===== src/hw/rtl/address_hash_index_linear_probe_assert.svh =====
// Assertion macros used by the hash index top module.
`ifndef ADDRESS_HASH_INDEX_LINEAR_PROBE_ASSERT_SVH
`define ADDRESS_HASH_INDEX_LINEAR_PROBE_ASSERT_SVH

// Same-cycle implication, disabled while reset is asserted.
`define AHILP_ASSERT_IMP(lbl, clk, rst_n, ante, cons, msg) \
    lbl: assert property (@(posedge clk) disable iff (!(rst_n)) (ante) |-> (cons)) \
        else $error(msg);

// Next-cycle implication, disabled while reset is asserted.
`define AHILP_ASSERT_NXT(lbl, clk, rst_n, ante, cons, msg) \
    lbl: assert property (@(posedge clk) disable iff (!(rst_n)) (ante) |=> (cons)) \
        else $error(msg);

`endif


===== src/hw/rtl/ahilp_pkg.sv =====
package ahilp_pkg;

    // Default table depth
    localparam int DEF_TABLE_DEPTH = 16384;

    // Fixed field widths
    localparam int KEY_W    = 32;
    localparam int ENTRY_W  = 14;
    localparam int STATUS_W = 3;
    localparam int SLOT_W   = 14;
    localparam int HASH_W   = 16;

    // Action codes
    localparam logic [1:0] ACT_CLEAR  = 2'd0;
    localparam logic [1:0] ACT_INSERT = 2'd1;
    localparam logic [1:0] ACT_LOOKUP = 2'd2;

    // Result status codes
    localparam logic [STATUS_W-1:0] STAT_INSERTED = 3'd0;
    localparam logic [STATUS_W-1:0] STAT_FULL     = 3'd1;
    localparam logic [STATUS_W-1:0] STAT_FOUND    = 3'd2;
    localparam logic [STATUS_W-1:0] STAT_MISSING  = 3'd3;
    localparam logic [STATUS_W-1:0] STAT_CLEARED  = 3'd4;

    // One table slot as held in memory
    typedef struct packed {
        logic               valid;
        logic [KEY_W-1:0]   key;
        logic [ENTRY_W-1:0] entry;
    } t_slot;

    // Controller states
    typedef enum logic [2:0] {
        S_IDLE,
        S_HASH,
        S_READ,
        S_PROBE,
        S_CLEAR
    } t_state;

endpackage


===== src/hw/rtl/ahilp_hash.sv =====
module ahilp_hash #(
    parameter int TABLE_DEPTH = ahilp_pkg::DEF_TABLE_DEPTH,
    parameter int AW          = $clog2(TABLE_DEPTH)
) (
    input  logic                         i_clk,
    input  logic                         i_rst_n,
    input  logic                         i_start,
    input  logic [ahilp_pkg::HASH_W-1:0] i_value,
    output logic                         o_done,
    output logic [AW-1:0]                o_home
);

    localparam bit IS_POW2 = (TABLE_DEPTH & (TABLE_DEPTH - 1)) == 0;

    generate
        if (IS_POW2) begin : g_mask
            logic [AW-1:0] r_home;

            // Power-of-two depth: the remainder is the low bits
            always_ff @(posedge i_clk) begin
                if (i_start) begin
                    r_home <= i_value[AW-1:0];
                end
            end

            assign o_done = 1'b1;
            assign o_home = r_home;
        end else begin : g_recip
            // floor(v / depth) = (v * RECIP) >> SHIFT, exact for every 16-bit v
            localparam int SHIFT = ahilp_pkg::HASH_W + AW;
            localparam logic [ahilp_pkg::HASH_W:0] RECIP =
                (ahilp_pkg::HASH_W+1)'(((64'd1 << SHIFT) + 64'(TABLE_DEPTH) - 64'd1)
                                       / 64'(TABLE_DEPTH));
            localparam logic [ahilp_pkg::HASH_W-1:0] DEP = ahilp_pkg::HASH_W'(TABLE_DEPTH);
            localparam int PROD_W = 2 * ahilp_pkg::HASH_W + 1;

            logic [1:0]                   r_phase;
            logic [ahilp_pkg::HASH_W-1:0] r_val;
            logic [ahilp_pkg::HASH_W-1:0] r_quo;
            logic [AW-1:0]                r_rem;
            logic [PROD_W-1:0]            prod;
            logic [ahilp_pkg::HASH_W-1:0] back;

            // Stage one: quotient by reciprocal; stage two: value less quotient times depth
            assign prod = PROD_W'(r_val) * PROD_W'(RECIP);
            assign back = r_quo * DEP;

            // Phase count: 2 quotient, 1 remainder, 0 done
            always_ff @(posedge i_clk) begin
                if (!i_rst_n) begin
                    r_phase <= '0;
                end else if (i_start) begin
                    r_phase <= 2'd2;
                end else if (r_phase != '0) begin
                    r_phase <= r_phase - 2'd1;
                end
            end

            always_ff @(posedge i_clk) begin
                if (i_start) begin
                    r_val <= i_value;
                end
                if (r_phase == 2'd2) begin
                    r_quo <= ahilp_pkg::HASH_W'(prod >> SHIFT);
                end
                if (r_phase == 2'd1) begin
                    r_rem <= AW'(r_val - back);
                end
            end

            assign o_done = (r_phase == '0);
            assign o_home = r_rem;
        end
    endgenerate

endmodule


===== config.mk =====
export PLATFORM = sky130hd
export DESIGN_NAME = ahilp_hash
export DESIGN_NICKNAME = d
export VERILOG_FILES = /design/src/hw/rtl/address_hash_index_linear_probe_assert.svh /design/src/hw/rtl/ahilp_pkg.sv /design/src/hw/rtl/ahilp_hash.sv
export SDC_FILE = /design/constraint.sdc
export NUM_CORES = 1
export LEC_CHECK = 0
export ABC_AREA = 1
export ABC_CLOCK_PERIOD_IN_PS = 800
export BUFFER_PORTS_ARGS = -buffer_cell sky130_fd_sc_hd__clkbuf_2
export CAP_MARGIN = 10
export CORE_MARGIN = 5
export CORE_UTILIZATION = 30
export CTS_CLUSTER_SIZE = 14
export DETAILED_ROUTE_END_ITERATION = 8
export PLACE_DENSITY_LB_ADDON = 0.25
export SYNTH_ARGS = -nofsm -noshare
export SYNTH_HDL_FRONTEND = slang
export SYNTH_SLANG_ARGS = --single-unit

===== constraint.sdc =====
create_clock -name i_clk -period 0.8 [get_ports i_clk]
set_input_delay 0.08 -clock i_clk [delete_from_list [all_inputs] [get_ports i_clk]]
set_output_delay 0.08 -clock i_clk [all_outputs]
set_load 0.005 [all_outputs]

* Word level (Yosys, flattened, before mapping)
Cells that the tools add are included.
Storage, ports and cells: output and inout bits 15, logic and storage cells 1, register bits after elaboration 14

* Longest topological paths before layout
Gate-level depths: netlist (run 1).
depth in word-level cells 0, gate-level depth with buffers 1, mapped depth without buffers 0

* Worst setup path before layout (run 1)
No wires, ideal clock.
path kind reg-to-output, start point register g_mask.r_home[0], in the netlist o_home[0], end point output o_home[0], buffers on the path 0, path slack 0.365 ns, required time 0.720 ns, data arrival time 0.355 ns, stages on the path, launching flop included 1, cell sequence edfxtp_1
RTL lines:
- start: declaration | line ahilp_hash.sv:17 | logic [AW-1:0] r_home;
- start signal: assignment | line ahilp_hash.sv:22 | r_home <= i_value[AW-1:0];
- end: declaration | line ahilp_hash.sv:10 | output logic [AW-1:0] o_home
No word-level cell between the ends.

* Worst setup path in the final report (run 1)
start point register g_mask.r_home[1], in the netlist o_home[1], end point output o_home[1]
No word-level cell between the ends.

==> metrics.md, run 1 <==
| Metric | Value |
|---|---|
| Status | `finished with violations` |
| Failing checks | `negative setup slack` |
| Endpoints failing hold | `0` |
| Num rows | `13` |
| ANT nets after route | `0` |
| WS Path Type | `reg2out` |
| Fin crit share | `106%` |
| Total grt overflow | `0` |
| Util after Layout | `between 50% and 60%` |
| Hold path depth | `1` |
| Uppermost layer routed | `met3` |
| Initial antenna violation count | `0` |
| Met2 wire len | `510 microns` |
| Final #Nets | `82` |
| Residual DRC count | `0` |
| Final wirelength | `approximately 910 microns` |
| RSZ-0062 raised after global routing | `yes` |
| Syn Nets | `35` |
| M1 wire length | `~280 microns` |
| Fraction of layout cells with a size suffix above 1 | `51.6%` |
| Syn Inst Count | `16` |
| Syn-to-layout area delta | `74.8%` |
| Chip Height | `between 40 and 50 microns` |
| Max frequency | `roughly 1.2 GHz` |
| Synthesis Warnings | `0` |
| Clock Sink Count | `14` |
| Met3 wire length | `~110 microns` |
| Vias in the first global route | `roughly 320` |
| Buffer and inverter count on the worst path | `1` |
| Die area | `~2300 sq um` |
| Gp weighted congestion | `around 0.60` |
| Crit path depth | `1` |
| CTS Buffer Depth | `2` |
| Buffers added on ports | `29` |
| Root buf cell | `clkbuf_4` |
| Post-Place Cells | `just under 60` |
| Worst path max stage delay | `380 ps` |
| Final instance count without filler cells | `between 70 and 80` |
| Min-Delay Path Class | `in2reg` |
| # fillers | `between 100 and 150` |
| Chip Width | `47.9 microns` |
| Cts bufs inserted | `3` |
| Fin worst setup slack | `-49.0 ps` |
| DRT Pass-1 Iters | `2` |
| CP top delay family | `flip-flops` |
| Mean Syn Cell Area | `~27 sq um` |
| Worst Path Required | `between 700 and 800 ps` |
| Leak | `roughly 0.00033 uW` |
| Setup Buffers After CTS | `0` |
| CP Capture Type | `primary output` |
| WP data arrival | `770 ps` |
| Max reg flops | `14` |
| Number of diodes | `0` |
| Post-synth cell types | `3` |
| Commonest non-fill, non-tap cells in the layout | `clkbuf_2 (28), dlygate4sd3_1 (14), edfxtp_1 (14)` |
| Setup violators final | `14` |
| TritonCTS clock tree | `built` |
| Pwr Density | `1900 nW/um^2` |
| Worst path cell trace | `clkbuf_2` |
| Worst-path fanout max | `1` |
| Min Tclk post-route | `about 850 ps` |
| Most common cell after layout, fill and taps aside | `clkbuf_2` |
| Sequential area share after synthesis | `between 90% and 100%` |
| Vias/cell | `3.96` |
| H-tree depth | `1` |
| First-pass GRT wire length | `~1300 microns` |
| Register bit total from synthesis | `14` |
| Clock-pin slew on the worst setup and hold paths | `80 ps` |
| Largest net degree at the start of global routing | `15` |
| Starting Density | `32.4%` |
| Ports | `34` |
| Startpoint Class | `flip-flop` |
| Pins Over Slew Limit | `0` |
| Iter 0 DRT Violations | `6` |
| GRT Overall Usage | `about 8.7%` |
| Vias | `slightly above 300` |
| Crit-path slowest cell | `edfxtp_1` |
| Peak VDD IR | `between 0.001 and 0.0015 V` |
| Mean routed wirelength per cell | `11.8 microns` |
| Cell Area, Synth | `~430 sq um` |
| Max-cap violations | `0` |
| Core Footprint | `1330 sq um` |
[report_power, final]
| part | switching [uW] | internal [uW] | total (uW) |
|---|---|---|---|
| combinational | 58.4 | 104 | 163 |
| clock | 207 | 180 | 388 |
| sequential | 14.5 | 871 | 885 |
| total | 280 | 1150 | 1440 |
[logic make-up after synthesis]
family       count (synthesis)  synth area share, %
buf+inv                      1                 1.74
other cells                  1                0.869
flops                       14                 97.4
[Yosys cell counts]
cell	count	share of area, %
edfxtp_1	14	97
buf_4	1	1.7
conb_1	1	0.87
[area by class of cell]
class	instances	area [sq um]	area share, %
Multi-Input combinational cell	1	3.75	0.498
Sequential cell	14	420	55.7
Timing Repair Buffer	43	285	37.8
Clock buffer	3	22.5	2.99
Clock inverter	1	3.75	0.498
Tap cell	15	18.8	2.49
[worst paths after layout]
check / startpoint / end / slack, ps
max: o_home[1] / o_home[1] / -50
min: i_start / o_home[7] / 260
[per-stage QoR]
stage          instance area (sq um)  setup TNS (ps)  hold WS [ps]  power, uW  worst slack, ps
2_1_floorplan                    432               0           179        915              365
3_3_place_gp                     588               0           257       1010             99.4
3_5_place_dp                     588               0           259       1020             78.6
4_1_cts                          754            -785           263       1460            -77.1
5_1_grt                          754           -1050           273       1500             -105
6_report                         754            -504           262       1440            -49.0
[repair_timing]
| item | in CTS | in global routing |
|---|---|---|
| hold buffers | 14 | 0 |
| gates resized for setup | 0 | 1 |
| pin swaps | 0 | 0 |
| endpoints found under the hold margin | 14 | 0 |
| gates cloned | 0 | 0 |
| setup endpoints to repair | 14 | 14 |
[per-layer routing]
layer  vias up  GRT usage [%]
met5         -              0
met4         0           4.84
met3         0           2.63
met2        19           17.2
met1       136           7.51
li1        150              -
(Power assumes the default switching activity.)
==> run 2: changes to the inputs <==
--- a/config.mk
+++ b/config.mk
@@ -6,11 +6,11 @@
 export NUM_CORES = 1
 export LEC_CHECK = 0
 export ABC_AREA = 1
-export ABC_CLOCK_PERIOD_IN_PS = 800
+export ABC_CLOCK_PERIOD_IN_PS = 900
 export BUFFER_PORTS_ARGS = -buffer_cell sky130_fd_sc_hd__clkbuf_2
 export CAP_MARGIN = 10
 export CORE_MARGIN = 5
-export CORE_UTILIZATION = 30
+export CORE_UTILIZATION = 25
 export CTS_CLUSTER_SIZE = 14
 export DETAILED_ROUTE_END_ITERATION = 8
 export PLACE_DENSITY_LB_ADDON = 0.25
==> constraint.sdc (replaced) <==
create_clock -name i_clk -period 0.9 [get_ports i_clk]
set_input_delay 0.09 -clock i_clk [delete_from_list [all_inputs] [get_ports i_clk]]
set_output_delay 0.09 -clock i_clk [all_outputs]
set_load 0.005 [all_outputs]
==> run 2 against run 1 <==
Effect of this change: global-route usage is 2.8 points lower; the flow now finishes without violations; setup slack better by 100 ps; combinational power is 12% lower; critical path depth did not move; via count fell by 3.6%.
==> metrics.md, run 2 (synthesis gave the netlist of run 1 again) <==
| Metric | Value |
|---|---|
| Post-DP Area | `591 sq um (+0.43%)` |
| Initial antenna violation count | `0 (unchanged)` |
| Crit-path slowest cell | `edfxtp_1` |
| Die area | `2660 sq um (+16%)` |
| Number of diodes | `0 (unchanged)` |
| Post-Place Cells | `61 (+3.4%)` |
| Most common cell after layout, fill and taps aside | `clkbuf_2` |
| Max-cap violations | `0 (unchanged)` |
| Residual DRC count | `0 (unchanged)` |
| Area of the multi-input gates | `3.75 sq um (unchanged)` |
| HPWL Detailed | `between 600 and 700 microns` |
| CTS Buffer Depth | `2 (unchanged)` |
| Vias in the first global route | `264 (-16%)` |
| Iter 0 DRT Violations | `0 (-6)` |
| Vias/cell | `3.72 (-6.0%)` |
| Util after Layout | `44.8% (-12 points)` |
| Min-Delay Path Class | `in2reg` |
| Min Tclk post-route | `between 800 and 900 ps` |
| ANT nets after route | `0 (unchanged)` |
| Num rows | `15 (+2)` |
| Starting Density | `25.6% (-6.8 points)` |
| Gp weighted congestion | `0.539 (-9.8%)` |
| Endpoints failing hold | `0 (unchanged)` |
| Minimum hold slack | `281 ps (+19.8 ps)` |
| Clock Sink Count | `14 (unchanged)` |
| Buffer and inverter count on the worst path | `1 (unchanged)` |
| # fillers | `158 (+30%)` |
| CP Capture Type | `primary output` |
| Clock-pin slew on the worst setup and hold paths | `80 ps (about the same)` |
| Setup violators final | `0 (-14)` |
| Largest net degree at the start of global routing | `15 (unchanged)` |
| Chip Width | `51.6 microns (+7.6%)` |
| Syn-to-layout area delta | `75.4%` |
| Post_cts resized | `0 (unchanged)` |
| Met3 wire length | `151 microns (+34%)` |
| Peak VDD IR | `0.000818 V (-25%)` |
| Final wirelength | `819 microns (-9.5%)` |
| Mean routed wirelength per cell | `10.4 microns (-12%)` |
| Register Area | `420 sq um (unchanged)` |
| Buffers added on ports | `29 (unchanged)` |
| WP data arrival | `760 ps (about the same)` |
| Startpoint Class | `flip-flop` |
| RSZ-0062 raised after global routing | `no` |
| Uppermost layer routed | `met3` |
| Worst Path Required | `810 ps (+90 ps)` |
| Final instance count without filler cells | `79 (+2.6%)` |
| TritonCTS clock tree | `built` |
| Worst Min Path Start | `i_start` |
| Worst setup path startpoint | `o_home[2]` |
| Setup TNS | `0 ps (+504 ps)` |
| Worst path max stage delay | `370 ps (about the same)` |
| Vias | `294 (-3.6%)` |
| DRT Pass-1 Iters | `1 (-1)` |
| Fin crit share | `94.2%` |
| Worst-path fanout max | `1 (unchanged)` |
| GRT Overall Usage | `5.94% (-2.8 points)` |
| Chip Height | `51.6 microns (+7.6%)` |
| Commonest non-fill, non-tap cells in the layout | `clkbuf_2 (29), dlygate4sd3_1 (14), edfxtp_1 (14)` |
| Design area | `757 sq um (+0.33%)` |
| Pins Over Slew Limit | `0 (unchanged)` |
| Root buf cell | `clkbuf_4` |
| CP top delay family | `flip-flops` |
| Max frequency | `between 1 and 1.5 GHz` |
| Worst path cell trace | `clkbuf_2` |
| First-pass GRT wire length | `1080 microns (-17%)` |
| Status | `complete, no violations` |
| Core Footprint | `1690 sq um (+27%)` |
| M1 wire length | `319 microns (+14%)` |
| Final #Nets | `82 (unchanged)` |
| Ports | `34 (unchanged)` |
| Max reg flops | `14 (unchanged)` |
| Total grt overflow | `0 (unchanged)` |
| Leak | `0.000335 uW (about the same)` |
| Met2 wire len | `349 microns (-32%)` |
| Fraction of layout cells with a size suffix above 1 | `51.6% (unchanged)` |
| WS Path Type | `reg2out` |
| H-tree depth | `1 (unchanged)` |
| Pwr Density | `1680 nW/um^2 (-12%)` |
| Cts bufs inserted | `3 (unchanged)` |
## run 2: cell count changes in the layout (fill, tap and decap cells not counted)
cell,before,now
buf_2,1,0
clkbuf_2,28,29
## run 2: final cells by class
cell class                      instances  share of cell area [%]
Sequential cell                        14                    55.5
Clock inverter                          1                   0.496
Timing Repair Buffer                   43                    37.7
Multi-Input combinational cell          1                   0.496
Tap cell                               17                    2.81
Clock buffer                            3                    2.98
## run 2: per-stage QoR
stage                     total power (uW)  setup WS, ps
after floorplan                        814           455
after global placement                 899           162
after detailed placement               902           155
after CTS                             1300          38.6
after global routing                  1350          2.90
final                                 1270          52.3
## run 2: path summary, 6_finish.rpt
| path | end | slack, ps | cells after the start |
|---|---|---|---|
| worst min-delay path | o_home[13] | 280 | 1 |
| worst max-delay path | o_home[2] | 50 | 1 |
## run 2: where the power goes
part	switching [uW]	total, uW	internal [uW]
combinational	51.9	144	92.4
clock	182	342	160
sequential	11.2	785	774
## run 2: timing repair
| item | CTS | global route |
|---|---|---|
| hold buffers | 14 | 0 |
| buffers inserted | 0 | 0 |
| endpoints found under the hold margin | 14 | 0 |
## run 2: per-layer routing
layer | global-route usage [%] | vias up
li1 | - | 151
met1 | 6.47 | 123
met2 | 8.47 | 20
met3 | 3.72 | 0
met4 | 3.93 | 0
met5 | 0 | -
==> run 3: changes to the inputs <==
--- a/config.mk
+++ b/config.mk
@@ -6,7 +6,7 @@
 export NUM_CORES = 1
 export LEC_CHECK = 0
 export ABC_AREA = 1
-export ABC_CLOCK_PERIOD_IN_PS = 900
+export ABC_CLOCK_PERIOD_IN_PS = 980
 export BUFFER_PORTS_ARGS = -buffer_cell sky130_fd_sc_hd__clkbuf_2
 export CAP_MARGIN = 10
 export CORE_MARGIN = 5
@@ -14,6 +14,7 @@
 export CTS_CLUSTER_SIZE = 14
 export DETAILED_ROUTE_END_ITERATION = 8
 export PLACE_DENSITY_LB_ADDON = 0.25
+export REMOVE_ABC_BUFFERS = 1
 export SYNTH_ARGS = -nofsm -noshare
 export SYNTH_HDL_FRONTEND = slang
 export SYNTH_SLANG_ARGS = --single-unit
==> constraint.sdc (replaced) <==
create_clock -name i_clk -period 0.98 [get_ports i_clk]
set_input_delay 0.098 -clock i_clk [delete_from_list [all_inputs] [get_ports i_clk]]
set_output_delay 0.098 -clock i_clk [all_outputs]
set_load 0.005 [all_outputs]
==> run 3 against run 2 <==
Effect of this change: combinational power down 8%; highest routed layer unchanged; cell count did not move; critical path depth unchanged; largest cell class unchanged; total power down 8.0%; first-iteration DRC count increased by 2; design area did not move.
==> metrics.md, run 3 (synthesis gave the netlist of run 1 again) <==
| Metric | Value |
|---|---|
| Clock power frac | `27.1% (+0.2 points)` |
| Endpoints failing hold | `0 (unchanged)` |
| Vias in the first global route | `302 (+14%)` |
| Number of diodes | `0 (unchanged)` |
| Startpoint Class | `flip-flop` |
| Iter 0 DRT Violations | `2 (+2)` |
| CP top delay family | `flip-flops` |
| DRT Pass-1 Iters | `2 (+1)` |
| Min Tclk post-route | `roughly 860 ps` |
| Pins Over Slew Limit | `0 (unchanged)` |
| Crit-path slowest cell | `edfxtp_1` |
| Worst path max stage delay | `370 ps (about the same)` |
| P_sw | `227 uW (-7.2%)` |
| Chip Width | `51.6 microns (unchanged)` |
| HPWL Detailed | `561 microns (-7.7%)` |
| Ports | `34 (unchanged)` |
| # fillers | `154 (-2.5%)` |
| Worst-path fanout max | `1 (unchanged)` |
| Max reg flops | `14 (unchanged)` |
| CTS Buffer Depth | `2 (unchanged)` |
| Post_cts resized | `0 (unchanged)` |
| Largest net degree at the start of global routing | `15 (unchanged)` |
| Die area | `2660 sq um (unchanged)` |
| Status | `complete, no violations` |
| Switching part of the total | `19.4% (+0.16 points)` |
| Fin crit share | `87.9%` |
| Total grt overflow | `0 (unchanged)` |
| Fraction of layout cells with a size suffix above 1 | `51.6% (unchanged)` |
| Starting Density | `25.6% (unchanged)` |
| ANT nets after route | `0 (unchanged)` |
| Clock-pin slew on the worst setup and hold paths | `80 ps (about the same)` |
| First-pass GRT wire length | `1400 microns (+30%)` |
| Buffer and inverter count on the worst path | `1 (unchanged)` |
| WP data arrival | `760 ps (about the same)` |
| TritonCTS clock tree | `built` |
| Chip Height | `51.6 microns (unchanged)` |
| Buffers added on ports | `29 (unchanged)` |
| Initial antenna violation count | `0 (unchanged)` |
| Final #Nets | `82 (unchanged)` |
| GRT Overall Usage | `7.78% (+1.8 points)` |
| Max-cap violations | `0 (unchanged)` |
| Worst path cell trace | `clkbuf_2` |
| RSZ-0062 raised after global routing | `no` |
| Final wirelength | `865 microns (+5.6%)` |
| Worst Path Required | `880 ps (+70 ps)` |
| Mean routed wirelength per cell | `10.9 microns (+5.6%)` |
| Sequential Power Share | `61.6% (about the same)` |
| Setup violators final | `0 (unchanged)` |
| Pwr Density | `1550 nW/um^2 (-8.0%)` |
| Util after Layout | `44.8% (unchanged)` |
| H-tree depth | `1 (unchanged)` |
| Clock Sink Count | `14 (unchanged)` |
| Max frequency | `about 1.2 GHz` |
| Peak VDD IR | `0.000587 V (-28%)` |
| Setup TNS | `0 ps (unchanged)` |
| Syn-to-layout area delta | `75.4% (unchanged)` |
| Root buf cell | `clkbuf_4` |
| WS Path Type | `reg2out` |
| Commonest non-fill, non-tap cells in the layout | `clkbuf_2 (29), dlygate4sd3_1 (14), edfxtp_1 (14)` |
| Core Footprint | `1690 sq um (unchanged)` |
| Vias | `306 (+4.1%)` |
| Cts bufs inserted | `3 (unchanged)` |
| Residual DRC count | `0 (unchanged)` |
| Logic pwr share | `11.3% (about the same)` |
| Num rows | `15 (unchanged)` |
| Most common cell after layout, fill and taps aside | `clkbuf_2` |
| Vias/cell | `3.87 (+4.1%)` |
| Min-Delay Path Class | `in2reg` |
| Leak | `0.000335 uW (unchanged)` |
| CP Capture Type | `primary output` |
| Pint | `943 uW (-8.1%)` |
| Gp weighted congestion | `0.601 (+11%)` |
[run 3: cell counts in the layout (fill, tap and decap cells not counted)]
Identical to the previous run, type by type.
[run 3: final cells by class]
| class | instances | area [sq um] | area share (%) |
|---|---|---|---|
| Multi-Input combinational cell | 1 | 3.75 | 0.496 |
| Clock inverter | 1 | 3.75 | 0.496 |
| Sequential cell | 14 | 420 | 55.5 |
| Timing Repair Buffer | 43 | 285 | 37.7 |
| Tap cell | 17 | 21.3 | 2.81 |
| Clock buffer | 3 | 22.5 | 2.98 |
[run 3: per-stage QoR]
step | hold slack, ps | area [sq um] | instances | total power, uW | setup slack, ps
after floorplan | 197 | 424 | 15 | 744 | 527
after global placement | 274 | 591 | 61 | 824 | 234
after detailed placement | 277 | 591 | 61 | 825 | 231
after CTS | 290 | 757 | 79 | 1190 | 97.1
after global routing | 320 | 757 | 79 | 1230 | 67.0
final | 289 | 757 | 79 | 1170 | 119
[run 3: final timing paths]
check | start | end | slack, ps | depth (start not counted)
max | o_home[6] | o_home[6] | 120 | 1
min | i_start | o_home[6] | 290 | 1
[run 3: timing repair]
action,CTS,global route
endpoints found under the hold margin,14,0
buffers inserted,0,0
hold buffers,14,0
[run 3: metal layers]
layer  routed length, microns  track usage, %  vias to the layer above
met2                      458            12.5                       16
met5                        0               0                        -
met4                        0            6.55                        0
li1                         -               -                      151
met3                       96            2.58                        0
met1                      309            8.15                      139
[run 3: power by group through the flow]
stage          combinational [uW]  clock, uW  sequential, uW
2_1_floorplan               0.827          0             743
6_report                      133        317             720
3_3_place_gp                 90.0          0             734
3_5_place_dp                 90.0          0             735
5_1_grt                       148        358             725
4_1_cts                       134        336             721
